File: src/rtl/assert_macros.svh
// Assertion helpers shared by the caster's modules.
// Each macro expects clk_i and rst_ni in the scope that uses it.
`ifndef ASSERT_MACROS_SVH
`define ASSERT_MACROS_SVH

// Same-cycle implication, checked outside reset.
`define RGC_ASSERT_IMP(lbl, ante, cons) \
  lbl: assert property (@(posedge clk_i) disable iff (!rst_ni) (ante) |-> (cons)) \
    else $error("rgc assertion failed");

// Next-cycle implication, checked outside reset.
`define RGC_ASSERT_NXT(lbl, ante, cons) \
  lbl: assert property (@(posedge clk_i) disable iff (!rst_ni) (ante) |=> (cons)) \
    else $error("rgc assertion failed");

`endif

File: src/rtl/rgc_pkg.sv
// ----------------------------------------------------------------------------
// rgc_pkg
// Shared constants, codes and helpers of the grid ray column caster.
// ----------------------------------------------------------------------------
`default_nettype none

package rgc_pkg;

  // Map geometry.
  localparam int MapSide   = 16;
  localparam int CellCount = MapSide * MapSide;
  localparam int CellAw    = $clog2(CellCount);

  // Binary angle width; one turn is 2**AngleBits.
  localparam int AngleBits = 12;

  // Sine polynomial coefficients, Q.14.
  localparam logic [14:0] PolyA = 15'd25736;
  localparam logic [14:0] PolyB = 15'd10512;
  localparam logic [14:0] PolyC = 15'd1160;

  // Cell bytes.
  localparam logic [7:0] EmptyCell = 8'h20;
  localparam logic [7:0] DigitZero = 8'h30;
  localparam logic [7:0] DigitNine = 8'h39;

  // Divider widths: dividend/quotient and divisor.
  localparam int DivNw = 22;
  localparam int DivDw = 17;

  // Item modes.
  localparam logic ModeLoad = 1'b0;
  localparam logic ModeCast = 1'b1;

  // Configuration register indexes.
  typedef enum logic [3:0] {
    RegCameraX   = 4'd0,
    RegCameraY   = 4'd1,
    RegViewDir   = 4'd2,
    RegFov       = 4'd3,
    RegMaxDist   = 4'd4,
    RegStep      = 4'd5,
    RegWidth     = 4'd6,
    RegHeight    = 4'd7
  } cfg_reg_e;

  // Reset values of the registers.
  localparam logic [15:0] RstCameraX = 16'd14156;
  localparam logic [15:0] RstCameraY = 16'd9605;
  localparam logic [11:0] RstViewDir = 12'd512;
  localparam logic [11:0] RstFov     = 12'd652;
  localparam logic [16:0] RstMaxDist = 17'd81920;
  localparam logic [11:0] RstStep    = 12'd41;
  localparam logic [9:0]  RstWidth   = 10'd768;
  localparam logic [9:0]  RstHeight  = 10'd768;

  // Gray shade of a wall digit.
  function automatic logic [7:0] gray_of(input logic [3:0] wall);
    logic [8:0] g;
    g = 9'(wall) * 9'd20 + 9'd20;
    return g[7:0];
  endfunction

endpackage

`default_nettype wire

File: src/rtl/grid_ray_column_caster.sv
// Load request: written to the map store when it is taken, no result.
// Cast request: set-up (angle division, cosine and sine), then march steps (map read
// loop), then the depth cosine and the height division.
// One request is worked on at a time; a finished result waits in the output register.
// Reset is asynchronous, active low; it restores the register defaults and
// leaves the map store undefined until it is loaded.
// ----------------------------------------------------------------------------
// grid_ray_column_caster
// Fixed-step ray march over a grid map, one screen column per cast request.
// ----------------------------------------------------------------------------
`default_nettype none
`include "assert_macros.svh"

module grid_ray_column_caster (
  input  wire logic        clk_i,
  input  wire logic        rst_ni,
  // Configuration writes.
  input  wire logic        cfg_valid_i,
  output logic             cfg_ready_o,
  input  wire logic [3:0]  cfg_index_i,
  input  wire logic [16:0] cfg_data_i,
  // Request channel.
  input  wire logic        in_valid_i,
  output logic             in_stall_o,
  input  wire logic        mode_i,
  input  wire logic [7:0]  cell_index_i,
  input  wire logic [7:0]  cell_value_i,
  input  wire logic [9:0]  column_i,
  // Result channel.
  output logic             out_valid_o,
  input  wire logic        out_stall_i,
  output logic [9:0]       out_column_o,
  output logic             hit_o,
  output logic [3:0]       wall_index_o,
  output logic [7:0]       gray_level_o,
  output logic [16:0]      depth_o,
  output logic [11:0]      column_height_o,
  output logic signed [11:0] top_row_o
);

  localparam int AB = rgc_pkg::AngleBits;
  localparam logic [AB-1:0] Quarter = AB'(1 << (AB - 2));
  localparam int CoordW = 8;

  typedef enum logic [4:0] {
    S_IDLE, S_FMUL, S_RDIV_GO, S_RDIV_WAIT, S_COS_GO, S_COS_WAIT,
    S_SIN_GO, S_SIN_WAIT, S_TEST, S_MULY, S_ADDR, S_CELL,
    S_CREL_GO, S_CREL_WAIT, S_DMUL, S_DEPTH, S_HDIV_WAIT, S_OUT
  } cast_state_e;

  cast_state_e state_q;

  // Configuration registers.
  logic [15:0] cam_x_q, cam_y_q;
  logic [11:0] vd_q, fov_q, step_q;
  logic [16:0] maxd_q;
  logic [9:0]  width_q, height_q;

  // Cast working registers.
  logic [9:0]          col_q;
  logic [AB-1:0]       rel_q;
  logic signed [15:0]  cs_q, sn_q, crel_q;
  logic [17:0]         reach_q;
  logic signed [19:0]  px_q;
  logic signed [35:0]  p_q;
  logic                hit_q;
  logic [3:0]          wall_q;
  logic [16:0]         depth_q;
  logic [11:0]         tall_q;

  // Output register.
  logic        out_valid_q, out_hit_q;
  logic [9:0]  out_col_q;
  logic [3:0]  out_wall_q;
  logic [7:0]  out_gray_q;
  logic [16:0] out_depth_q;
  logic [11:0] out_tall_q, out_top_q;

  // Shared multiplier.
  logic signed [18:0] mul_a;
  logic signed [16:0] mul_b;

  // Sub-units.
  logic          sin_start, sin_done;
  logic [AB-1:0] sin_angle;
  logic signed [15:0] sin_value;
  logic          div_start, div_busy, div_done;
  logic [rgc_pkg::DivNw-1:0] div_dividend, div_quot;
  logic [rgc_pkg::DivDw-1:0] div_divisor;

  // Map store.
  logic                       ram_we;
  logic [rgc_pkg::CellAw-1:0] ram_raddr;
  logic [7:0]                 ram_rdata;

  // Step logic.
  logic accept, out_free;
  logic [9:0]         cols;
  logic [11:0]        stride;
  logic signed [19:0] py;
  logic [CoordW-1:0]  gx, gy;
  logic               outside;
  logic signed [21:0] dfull;
  logic [16:0]        depth_new;
  logic [11:0]        top_new;

  assign accept      = in_valid_i && !in_stall_o;
  assign in_stall_o  = (state_q != S_IDLE);
  assign cfg_ready_o = 1'b1;
  assign out_free    = !out_valid_q || !out_stall_i;
  assign cols        = (width_q == '0) ? 10'd1 : width_q;
  assign stride      = (step_q == '0) ? 12'd1 : step_q;

  // Multiplier operands by state.
  always_comb begin
    unique case (state_q)
      S_FMUL:  begin mul_a = $signed(19'(fov_q));      mul_b = $signed(17'(col_q)); end
      S_TEST:  begin mul_a = $signed({1'b0, reach_q}); mul_b = 17'(cs_q);          end
      S_MULY:  begin mul_a = $signed({1'b0, reach_q}); mul_b = 17'(sn_q);          end
      S_DMUL:  begin mul_a = $signed({1'b0, reach_q}); mul_b = 17'(crel_q);        end
      default: begin mul_a = '0;                       mul_b = '0;                 end
    endcase
  end

  // Ray position and map bounds.
  always_comb begin
    py        = $signed({4'b0, cam_y_q}) + $signed(p_q[33:14]);
    gx        = px_q[19:12];
    gy        = py[19:12];
    outside   = px_q[19] || py[19] ||
                (32'(gx) >= rgc_pkg::MapSide) || (32'(gy) >= rgc_pkg::MapSide);
    ram_raddr = rgc_pkg::CellAw'(32'(gy) * rgc_pkg::MapSide + 32'(gx));
    dfull     = p_q[35:14];
    depth_new = dfull[21] ? 17'd0 : dfull[16:0];
    top_new   = {3'b0, height_q[9:1]} - {1'b0, tall_q[11:1]};
  end

  // Sine and divider requests.
  always_comb begin
    sin_start = (state_q == S_COS_GO) || (state_q == S_SIN_GO) ||
                (state_q == S_CREL_GO);
    unique case (state_q)
      S_COS_GO:  sin_angle = AB'(vd_q) + rel_q + Quarter;
      S_SIN_GO:  sin_angle = AB'(vd_q) + rel_q;
      default:   sin_angle = rel_q + Quarter;
    endcase
    div_start = (state_q == S_RDIV_GO) || ((state_q == S_DEPTH) && (depth_new != '0));
    if (state_q == S_RDIV_GO) begin
      div_dividend = p_q[rgc_pkg::DivNw-1:0];
      div_divisor  = rgc_pkg::DivDw'(cols);
    end else begin
      div_dividend = {height_q, 12'b0};
      div_divisor  = depth_new;
    end
  end

  assign ram_we = accept && (mode_i == rgc_pkg::ModeLoad) &&
                  (32'(cell_index_i) < rgc_pkg::CellCount);

  // Sequencer, working registers, configuration and result register.
  always_ff @(posedge clk_i or negedge rst_ni) begin
    if (!rst_ni) begin
      state_q     <= S_IDLE;
      cam_x_q     <= rgc_pkg::RstCameraX;
      cam_y_q     <= rgc_pkg::RstCameraY;
      vd_q        <= rgc_pkg::RstViewDir;
      fov_q       <= rgc_pkg::RstFov;
      maxd_q      <= rgc_pkg::RstMaxDist;
      step_q      <= rgc_pkg::RstStep;
      width_q     <= rgc_pkg::RstWidth;
      height_q    <= rgc_pkg::RstHeight;
      col_q       <= '0;
      rel_q       <= '0;
      cs_q        <= '0;
      sn_q        <= '0;
      crel_q      <= '0;
      reach_q     <= '0;
      px_q        <= '0;
      p_q         <= '0;
      hit_q       <= 1'b0;
      wall_q      <= '0;
      depth_q     <= '0;
      tall_q      <= '0;
      out_valid_q <= 1'b0;
      out_hit_q   <= 1'b0;
      out_col_q   <= '0;
      out_wall_q  <= '0;
      out_gray_q  <= '0;
      out_depth_q <= '0;
      out_tall_q  <= '0;
      out_top_q   <= '0;
    end else begin
      p_q <= mul_a * mul_b;

      // Configuration writes; unknown indexes are dropped.
      if (cfg_valid_i) begin
        unique case (cfg_index_i)
          rgc_pkg::RegCameraX: cam_x_q  <= cfg_data_i[15:0];
          rgc_pkg::RegCameraY: cam_y_q  <= cfg_data_i[15:0];
          rgc_pkg::RegViewDir: vd_q     <= cfg_data_i[11:0];
          rgc_pkg::RegFov:     fov_q    <= cfg_data_i[11:0];
          rgc_pkg::RegMaxDist: maxd_q   <= cfg_data_i;
          rgc_pkg::RegStep:    step_q   <= cfg_data_i[11:0];
          rgc_pkg::RegWidth:   width_q  <= cfg_data_i[9:0];
          rgc_pkg::RegHeight:  height_q <= cfg_data_i[9:0];
          default: ;
        endcase
      end

      // A taken result empties the register unless a new one moves in.
      if (out_valid_q && !out_stall_i && (state_q != S_OUT)) begin
        out_valid_q <= 1'b0;
      end

      unique case (state_q)
        S_IDLE: begin
          if (accept && (mode_i == rgc_pkg::ModeCast)) begin
            col_q   <= column_i;
            state_q <= S_FMUL;
          end
        end
        S_FMUL:    state_q <= S_RDIV_GO;
        S_RDIV_GO: state_q <= S_RDIV_WAIT;
        S_RDIV_WAIT: begin
          if (div_done) begin
            rel_q   <= AB'(div_quot) - AB'(fov_q >> 1);
            state_q <= S_COS_GO;
          end
        end
        S_COS_GO: state_q <= S_COS_WAIT;
        S_COS_WAIT: begin
          if (sin_done) begin
            cs_q    <= sin_value;
            state_q <= S_SIN_GO;
          end
        end
        S_SIN_GO: state_q <= S_SIN_WAIT;
        S_SIN_WAIT: begin
          if (sin_done) begin
            sn_q    <= sin_value;
            reach_q <= '0;
            state_q <= S_TEST;
          end
        end
        // Length limit; the x product is formed on the way out.
        S_TEST: begin
          if (reach_q >= {1'b0, maxd_q}) begin
            hit_q   <= 1'b0;
            state_q <= S_OUT;
          end else begin
            state_q <= S_MULY;
          end
        end
        S_MULY: begin
          px_q    <= $signed({4'b0, cam_x_q}) + $signed(p_q[33:14]);
          state_q <= S_ADDR;
        end
        // The map edge is a wall of digit zero; otherwise read the cell.
        S_ADDR: begin
          if (outside) begin
            hit_q   <= 1'b1;
            wall_q  <= '0;
            state_q <= S_CREL_GO;
          end else begin
            state_q <= S_CELL;
          end
        end
        S_CELL: begin
          if (ram_rdata != rgc_pkg::EmptyCell) begin
            hit_q <= 1'b1;
            if ((ram_rdata >= rgc_pkg::DigitZero) && (ram_rdata <= rgc_pkg::DigitNine)) begin
              wall_q <= 4'(ram_rdata - rgc_pkg::DigitZero);
            end else begin
              wall_q <= '0;
            end
            state_q <= S_CREL_GO;
          end else begin
            reach_q <= reach_q + 18'(stride);
            state_q <= S_TEST;
          end
        end
        S_CREL_GO: state_q <= S_CREL_WAIT;
        S_CREL_WAIT: begin
          if (sin_done) begin
            crel_q  <= sin_value;
            state_q <= S_DMUL;
          end
        end
        S_DMUL: state_q <= S_DEPTH;
        S_DEPTH: begin
          depth_q <= depth_new;
          if (depth_new == '0) begin
            tall_q  <= 12'd4095;
            state_q <= S_OUT;
          end else begin
            state_q <= S_HDIV_WAIT;
          end
        end
        S_HDIV_WAIT: begin
          if (div_done) begin
            tall_q  <= (div_quot > 22'd4095) ? 12'd4095 : div_quot[11:0];
            state_q <= S_OUT;
          end
        end
        // Hand the result to the output register once it is free.
        S_OUT: begin
          if (out_free) begin
            out_valid_q <= 1'b1;
            out_col_q   <= col_q;
            out_hit_q   <= hit_q;
            if (hit_q) begin
              out_wall_q  <= wall_q;
              out_gray_q  <= rgc_pkg::gray_of(wall_q);
              out_depth_q <= depth_q;
              out_tall_q  <= tall_q;
              out_top_q   <= top_new;
            end else begin
              out_wall_q  <= '0;
              out_gray_q  <= '0;
              out_depth_q <= '0;
              out_tall_q  <= '0;
              out_top_q   <= '0;
            end
            state_q <= S_IDLE;
          end
        end
        default: state_q <= S_IDLE;
      endcase
    end
  end

  rgc_map_ram u_map (
    .clk_i   (clk_i),
    .we_i    (ram_we),
    .waddr_i (cell_index_i[rgc_pkg::CellAw-1:0]),
    .wdata_i (cell_value_i),
    .raddr_i (ram_raddr),
    .rdata_o (ram_rdata)
  );

  rgc_sine u_sine (
    .clk_i   (clk_i),
    .rst_ni  (rst_ni),
    .start_i (sin_start),
    .angle_i (sin_angle),
    .done_o  (sin_done),
    .value_o (sin_value)
  );

  rgc_divider u_div (
    .clk_i      (clk_i),
    .rst_ni     (rst_ni),
    .start_i    (div_start),
    .dividend_i (div_dividend),
    .divisor_i  (div_divisor),
    .busy_o     (div_busy),
    .done_o     (div_done),
    .quotient_o (div_quot)
  );

  assign out_valid_o     = out_valid_q;
  assign out_column_o    = out_col_q;
  assign hit_o           = out_hit_q;
  assign wall_index_o    = out_wall_q;
  assign gray_level_o    = out_gray_q;
  assign depth_o         = out_depth_q;
  assign column_height_o = out_tall_q;
  assign top_row_o       = $signed(out_top_q);

  `RGC_ASSERT_IMP(a_miss_zero, out_valid_o && !hit_o,
                  (depth_o == '0) && (column_height_o == '0) && (top_row_o == '0))
  `RGC_ASSERT_IMP(a_cell_after_read, state_q == S_CELL, $past(state_q) == S_ADDR)
  `RGC_ASSERT_IMP(a_div_wait_busy, (state_q == S_RDIV_WAIT) && !div_done, div_busy)

endmodule

`default_nettype wire

File: src/rtl/rgc_map_ram.sv
// ----------------------------------------------------------------------------
// rgc_map_ram
// Map cell store: one write port, one read port with registered data.
// ----------------------------------------------------------------------------
`default_nettype none

module rgc_map_ram (
  input  wire logic                      clk_i,
  input  wire logic                      we_i,
  input  wire logic [rgc_pkg::CellAw-1:0] waddr_i,
  input  wire logic [7:0]                wdata_i,
  input  wire logic [rgc_pkg::CellAw-1:0] raddr_i,
  output logic      [7:0]                rdata_o
);

  logic [7:0] mem_q [rgc_pkg::CellCount];
  logic [7:0] rdata_q;

  // Write port.
  always_ff @(posedge clk_i) begin
    if (we_i) begin
      mem_q[waddr_i] <= wdata_i;
    end
  end

  // Read port with registered data.
  always_ff @(posedge clk_i) begin
    rdata_q <= mem_q[raddr_i];
  end

  assign rdata_o = rdata_q;

endmodule

`default_nettype wire

File: src/rtl/rgc_sine.sv
// ----------------------------------------------------------------------------
// rgc_sine
// Sequential Q.14 sine of a binary angle: four multiplies, one after another.
// ----------------------------------------------------------------------------
`default_nettype none
`include "assert_macros.svh"

module rgc_sine (
  input  wire logic                          clk_i,
  input  wire logic                          rst_ni,
  input  wire logic                          start_i,
  input  wire logic [rgc_pkg::AngleBits-1:0] angle_i,
  output logic                               done_o,
  output logic signed [15:0]                 value_o
);

  typedef enum logic [2:0] {S_IDLE, S_U2, S_T1, S_T2, S_R} sine_state_e;

  sine_state_e state_q;
  logic [14:0] u_q, u2_q, acc_q;
  logic        neg_q, done_q;
  logic signed [15:0] value_q;

  logic [15:0] ph;
  logic [14:0] u_start;
  logic [14:0] mul_a, mul_b, sh;
  logic [29:0] prod;

  // Fold the angle into the first quadrant.
  always_comb begin
    ph      = 16'(angle_i) << (16 - rgc_pkg::AngleBits);
    u_start = ph[14] ? (15'd16384 - {1'b0, ph[13:0]}) : {1'b0, ph[13:0]};
  end

  // Shared multiplier, operands chosen by step.
  always_comb begin
    unique case (state_q)
      S_U2:    begin mul_a = u_q;          mul_b = u_q;   end
      S_T1:    begin mul_a = rgc_pkg::PolyC; mul_b = u2_q; end
      S_T2:    begin mul_a = u2_q;         mul_b = acc_q; end
      S_R:     begin mul_a = u_q;          mul_b = acc_q; end
      default: begin mul_a = '0;           mul_b = '0;    end
    endcase
    prod = 30'(mul_a) * 30'(mul_b);
    sh   = prod[28:14];
  end

  // Sequencer and result register.
  always_ff @(posedge clk_i or negedge rst_ni) begin
    if (!rst_ni) begin
      state_q <= S_IDLE;
      u_q     <= '0;
      u2_q    <= '0;
      acc_q   <= '0;
      neg_q   <= 1'b0;
      done_q  <= 1'b0;
      value_q <= '0;
    end else begin
      done_q <= (state_q == S_R);
      unique case (state_q)
        S_IDLE: begin
          if (start_i) begin
            u_q     <= u_start;
            neg_q   <= ph[15];
            state_q <= S_U2;
          end
        end
        S_U2: begin
          u2_q    <= sh;
          state_q <= S_T1;
        end
        S_T1: begin
          acc_q   <= rgc_pkg::PolyB - sh;
          state_q <= S_T2;
        end
        S_T2: begin
          acc_q   <= rgc_pkg::PolyA - sh;
          state_q <= S_R;
        end
        S_R: begin
          value_q <= neg_q ? -$signed({1'b0, sh}) : $signed({1'b0, sh});
          state_q <= S_IDLE;
        end
        default: state_q <= S_IDLE;
      endcase
    end
  end

  assign done_o  = done_q;
  assign value_o = value_q;

  `RGC_ASSERT_IMP(a_sine_range, done_o,
                  (value_o <= 16'sd25736) && (value_o >= -16'sd25736))
  `RGC_ASSERT_NXT(a_sine_start, start_i && (state_q == S_IDLE), state_q == S_U2)

endmodule

`default_nettype wire

File: src/rtl/rgc_divider.sv
// ----------------------------------------------------------------------------
// rgc_divider
// Restoring unsigned divider, one quotient bit per cycle.
// ----------------------------------------------------------------------------
`default_nettype none
`include "assert_macros.svh"

module rgc_divider (
  input  wire logic                      clk_i,
  input  wire logic                      rst_ni,
  input  wire logic                      start_i,
  input  wire logic [rgc_pkg::DivNw-1:0] dividend_i,
  input  wire logic [rgc_pkg::DivDw-1:0] divisor_i,
  output logic                           busy_o,
  output logic                           done_o,
  output logic      [rgc_pkg::DivNw-1:0] quotient_o
);

  localparam int CntW = $clog2(rgc_pkg::DivNw + 1);

  logic                      busy_q, done_q;
  logic [CntW-1:0]           cnt_q;
  logic [rgc_pkg::DivDw-1:0] rem_q, dsr_q;
  logic [rgc_pkg::DivNw-1:0] quo_q;

  logic [rgc_pkg::DivDw:0]   rem_sh, diff;
  logic                      qbit;

  // One trial subtraction.
  always_comb begin
    rem_sh = {rem_q, quo_q[rgc_pkg::DivNw-1]};
    diff   = rem_sh - {1'b0, dsr_q};
    qbit   = !diff[rgc_pkg::DivDw];
  end

  always_ff @(posedge clk_i or negedge rst_ni) begin
    if (!rst_ni) begin
      busy_q <= 1'b0;
      done_q <= 1'b0;
      cnt_q  <= '0;
      rem_q  <= '0;
      dsr_q  <= '0;
      quo_q  <= '0;
    end else begin
      done_q <= busy_q && (cnt_q == CntW'(1));
      if (start_i && !busy_q) begin
        busy_q <= 1'b1;
        cnt_q  <= CntW'(rgc_pkg::DivNw);
        rem_q  <= '0;
        dsr_q  <= divisor_i;
        quo_q  <= dividend_i;
      end else if (busy_q) begin
        rem_q <= qbit ? diff[rgc_pkg::DivDw-1:0] : rem_sh[rgc_pkg::DivDw-1:0];
        quo_q <= {quo_q[rgc_pkg::DivNw-2:0], qbit};
        cnt_q <= cnt_q - 1'b1;
        if (cnt_q == CntW'(1)) begin
          busy_q <= 1'b0;
        end
      end
    end
  end

  assign busy_o     = busy_q;
  assign done_o     = done_q;
  assign quotient_o = quo_q;

  `RGC_ASSERT_IMP(a_div_no_restart, start_i, !busy_o)

endmodule

`default_nettype wire

File: config.mk
export PLATFORM = sky130hd
export DESIGN_NAME = grid_ray_column_caster
export DESIGN_NICKNAME = d
export VERILOG_FILES = /design/src/rtl/rgc_pkg.sv /design/src/rtl/grid_ray_column_caster.sv /design/src/rtl/rgc_map_ram.sv /design/src/rtl/rgc_sine.sv /design/src/rtl/rgc_divider.sv
export VERILOG_INCLUDE_DIRS = /design/src /design/src/rtl
export SDC_FILE = /design/constraint.sdc
export NUM_CORES = 2
export LEC_CHECK = 0
export BUFFER_PORTS_ARGS = -buffer_cell sky130_fd_sc_hd__buf_2
export CAP_MARGIN = 20
export CORE_MARGIN = 4
export CORE_UTILIZATION = 40
export CTS_CLUSTER_DIAMETER = 200
export DETAILED_ROUTE_END_ITERATION = 10
export HOLD_SLACK_MARGIN = 0.06
export SYNTH_ARGS = -nofsm -noshare
export SYNTH_HDL_FRONTEND = slang
export SYNTH_SLANG_ARGS = --single-unit
File: constraint.sdc
create_clock -name clk_i -period 23.2 [get_ports clk_i]
set_input_delay 1.16 -clock clk_i [delete_from_list [all_inputs] [get_ports clk_i]]
set_output_delay 1.16 -clock clk_i [all_outputs]
set_load 0.05 [all_outputs]
==> results.md <==
- First-pass GRT wire length: 458,000 um
- Worst hold path type: in -> async
- EDFF count, synth: 2,048
- Critical path type: reg -> reg
- Synth Flop Type: edfxtp_1
- Core box area: 0.300 mm^2
- Synth area leader: edfxtp_1
- Peak VDD IR: 0.0793 mV
- Die width: 556 um
- Static leakage: 48.4 nW
- Number of global-route vias before repair: 68,700
- Crit path capture type: register
- DR vias: 67,000
- Antenna Violating Nets Remaining: 0
- 1st-pass router iterations: 6
- Nets: 8,656
- Global route overflow: 0
- Final setup viols: 0
- Sequential share of the synthesized area: 60.9%
- Placed insts: 11,500
- Aggregate global-route resource usage: 19.6%
- Syn. warnings: 0
- Critical-path maximum fanout: 32
- DIE HEIGHT: 556 um
- CTS sink cnt: 2,519
- Delay-heaviest family, CP: compound AO/OA/AOI/OAI gates
- CP Buf/Inv Count: 4
- Routability congestion estimate: 0.898
- Setup Skew: 0.0905 ns
- TritonCTS clock tree: yes
- Area Growth Syn to Fin: 11.7%
- Most used cell, CP: fa_1
- Final Cycle Share: 45.7%
- Rel. slew slack: 10.8%
- Critical Path Source Type: register
- CP max-delay cell: a22oi_1
- Fmax: 94.4 MHz
- Synth top area cells: edfxtp_1 51%, mux4_2 13%, dfrtp_1 9.0%, fa_1 6.8%, ha_1 3.5%
- Share of cells above drive strength 1: 19.0%
- Die area: 0.310 mm^2
- H-tree depth: 5
- Netlist cell types: 100
- DP HPWL: 199,000 um
- Syn Inst Count: 7,712
- Initial antenna violation count: 12
- Port Buf Inserts: 116
- Cell Rows: 201
- Multi-input logic area: 0.0436 mm^2
- Largest net degree at the start of global routing: 153
- Min Tclk post-route: 10.59 ns
- Worst-Skew Late Latency: 0.88 ns
- Final hold violations: 0
- Average cell area after synthesis: 15.6 um^2
- Hold WS: 0.463 ns
- Clk buf depth: 4
- Count leader, synth: edfxtp_1
- Total wire length: 305,000 um
- Top post-synthesis cells by count: 2,048 x edfxtp_1, 704 x nand2_1, 672 x mux4_2
- Max cap viols: 0
- Cts hold-fix bufs: 0
- RSZ-0062 raised after global routing: false
- Cts bufs inserted: 271
- Worst Path Arrival: 11.27 ns
- # IOs: 120
- Worst-Margin Slew: 1.34 ns
- Status: finished, final reports clean
- Post-CTS sizing: 0
- Non-filler cells, final: 12,000
- Total power per unit cell area: 99.3 mW/mm^2
- Fin Setup TNS: 0 ns
- Seq. cell area: 0.0733 mm^2
- Max Slew Vio Count: 0
- Mapped Area: 0.120 mm^2
- Root buffer cell: clkbuf_16
- Post-synth top area share: 51.1%
- CP peak stage delay: 1.19 ns
- Clk pin slew, worst setup/hold paths: 0.06 ns
- Yosys reg bits: 2,519
- WP data required: 23.88 ns
- # DRC: 0
- Vias/cell: 5.57
- Initial Utilization: 40.2%
- Fill cell count: 26,000
- Starting DRT DRC Count: 6,632
- Async SR Flop Fraction: 18.4%
- # Post-CTS Setup Buffers: 0
- Wire length per cell: 25.3 um
## state kept, by name, indices dropped and copies added, names as in the netlist, 15 cells and up
signal,cells
crel_q,16
maxd_q,17
depth_q,17
u_sine.u2_q,15
u_div.dsr_q,17
p_q,35
u_div.rem_q,17
cs_q,16
depth_o,17
u_div.quotient_o,22
reach_q,18
u_sine.acc_q,15
cam_y_q,16
u_sine.value_o,16
cam_x_q,16
u_map.mem_q,2048
sn_q,16
## layout by cell type, fill, tap and decap left out, types with 38 or more instances in the layout
master,instances
o21ai_0,264
a22oi_1,50
clkbuf_1,58
edfxtp_1,2048
ha_1,335
xnor2_1,95
nand3_1,54
clkinv_1,49
nand2_1,704
fa_1,410
a21o_1,52
mux4_2,672
nand2b_1,49
inv_1,568
buf_4,109
buf_2,107
dfrtp_1,430
a21oi_1,140
nor3_1,47
mux2_2,155
a22o_1,44
xor2_1,46
nor2_1,646
nor2b_1,38
clkbuf_16,275
and3_1,38
## final timing paths
path | from | endpoint | slack, ns | depth (start not counted)
max reg2reg | u_sine.state_q[0] | u_sine.acc_q[12] | 12.61 | 29
min | rst_ni | top_row_o[1] | 0.46 | 1
max | u_sine.state_q[0] | u_sine.acc_q[12] | 12.61 | 29
max in group asynchronous | rst_ni | sn_q[11] | 20.37 | 3
min in group clk_i | column_height_o[5] | column_height_o[5] | 0.48 | 2
min reg2reg | column_height_o[5] | column_height_o[5] | 0.48 | 2
## through the flow
step / instance area, um^2 / util (%) / total power [mW] / setup WS [ns]
after floorplan: 120000 / - / 7.90 / 14.84
after global placement: 125000 / 41.9 / 9.15 / 12.99
after detailed placement: 126000 / 41.9 / 9.18 / 12.72
after CTS: 134000 / 44.8 / 13.5 / 12.68
after global routing: 134000 / 44.9 / 13.9 / 11.88
final: 134000 / 44.9 / 13.3 / 12.61
## worst register-to-register path: cells and delay by family (launching register included)
| kind | cells | cell delay [ns] |
|---|---|---|
| AO/OA/AOI/OAI | 11 | 3.74 |
| adder cells (fa/ha/maj) | 8 | 3.72 |
| AND/OR/NAND/NOR | 5 | 1.59 |
| flip-flops | 1 | 0.80 |
| XOR/XNOR | 1 | 0.42 |
| buffers and inverters | 4 | 0.20 |
## routing by layer
metal  global-route usage [%]  vias to the layer above  part of all wire (%)
li1                         -                    29000                     -
met1                     27.4                    35300                    42
met2                     32.3                     2311                    49
met3                     2.91                      467                   6.3
met4                     5.19                        6                   2.8
met5                        0                        -                 0.011
## power breakdown
group | internal, mW | total (mW) | switching (mW)
sequential | 5.09 | 5.38 | 0.294
clock | 2.49 | 4.27 | 1.78
combinational | 1.59 | 3.69 | 2.09
total | 9.17 | 13.3 | 4.17
## logic make-up after synthesis
group / synth area share, %
AO/OA/AOI/OAI: 4.21
XOR/XNOR: 1.10
adder cells (fa/ha/maj): 10.3
buffers and inverters: 2.97
flip-flops: 60.9
multiplexers: 14.3
other: 0.00624
AND/OR/NAND/NOR: 6.14
## cell type report
cell class | count | share of cell area (%)
Inverter | 572 | 1.60
Sequential cell | 2519 | 54.5
Clock buffer | 342 | 5.37
Tap cell | 3958 | 3.68
Antenna cell | 13 | 0.0242
Multi-Input combinational cell | 4257 | 32.4
Timing Repair Buffer | 235 | 1.26
Clock inverter | 139 | 1.11
Note: power is estimated with default switching activity, not from simulation.
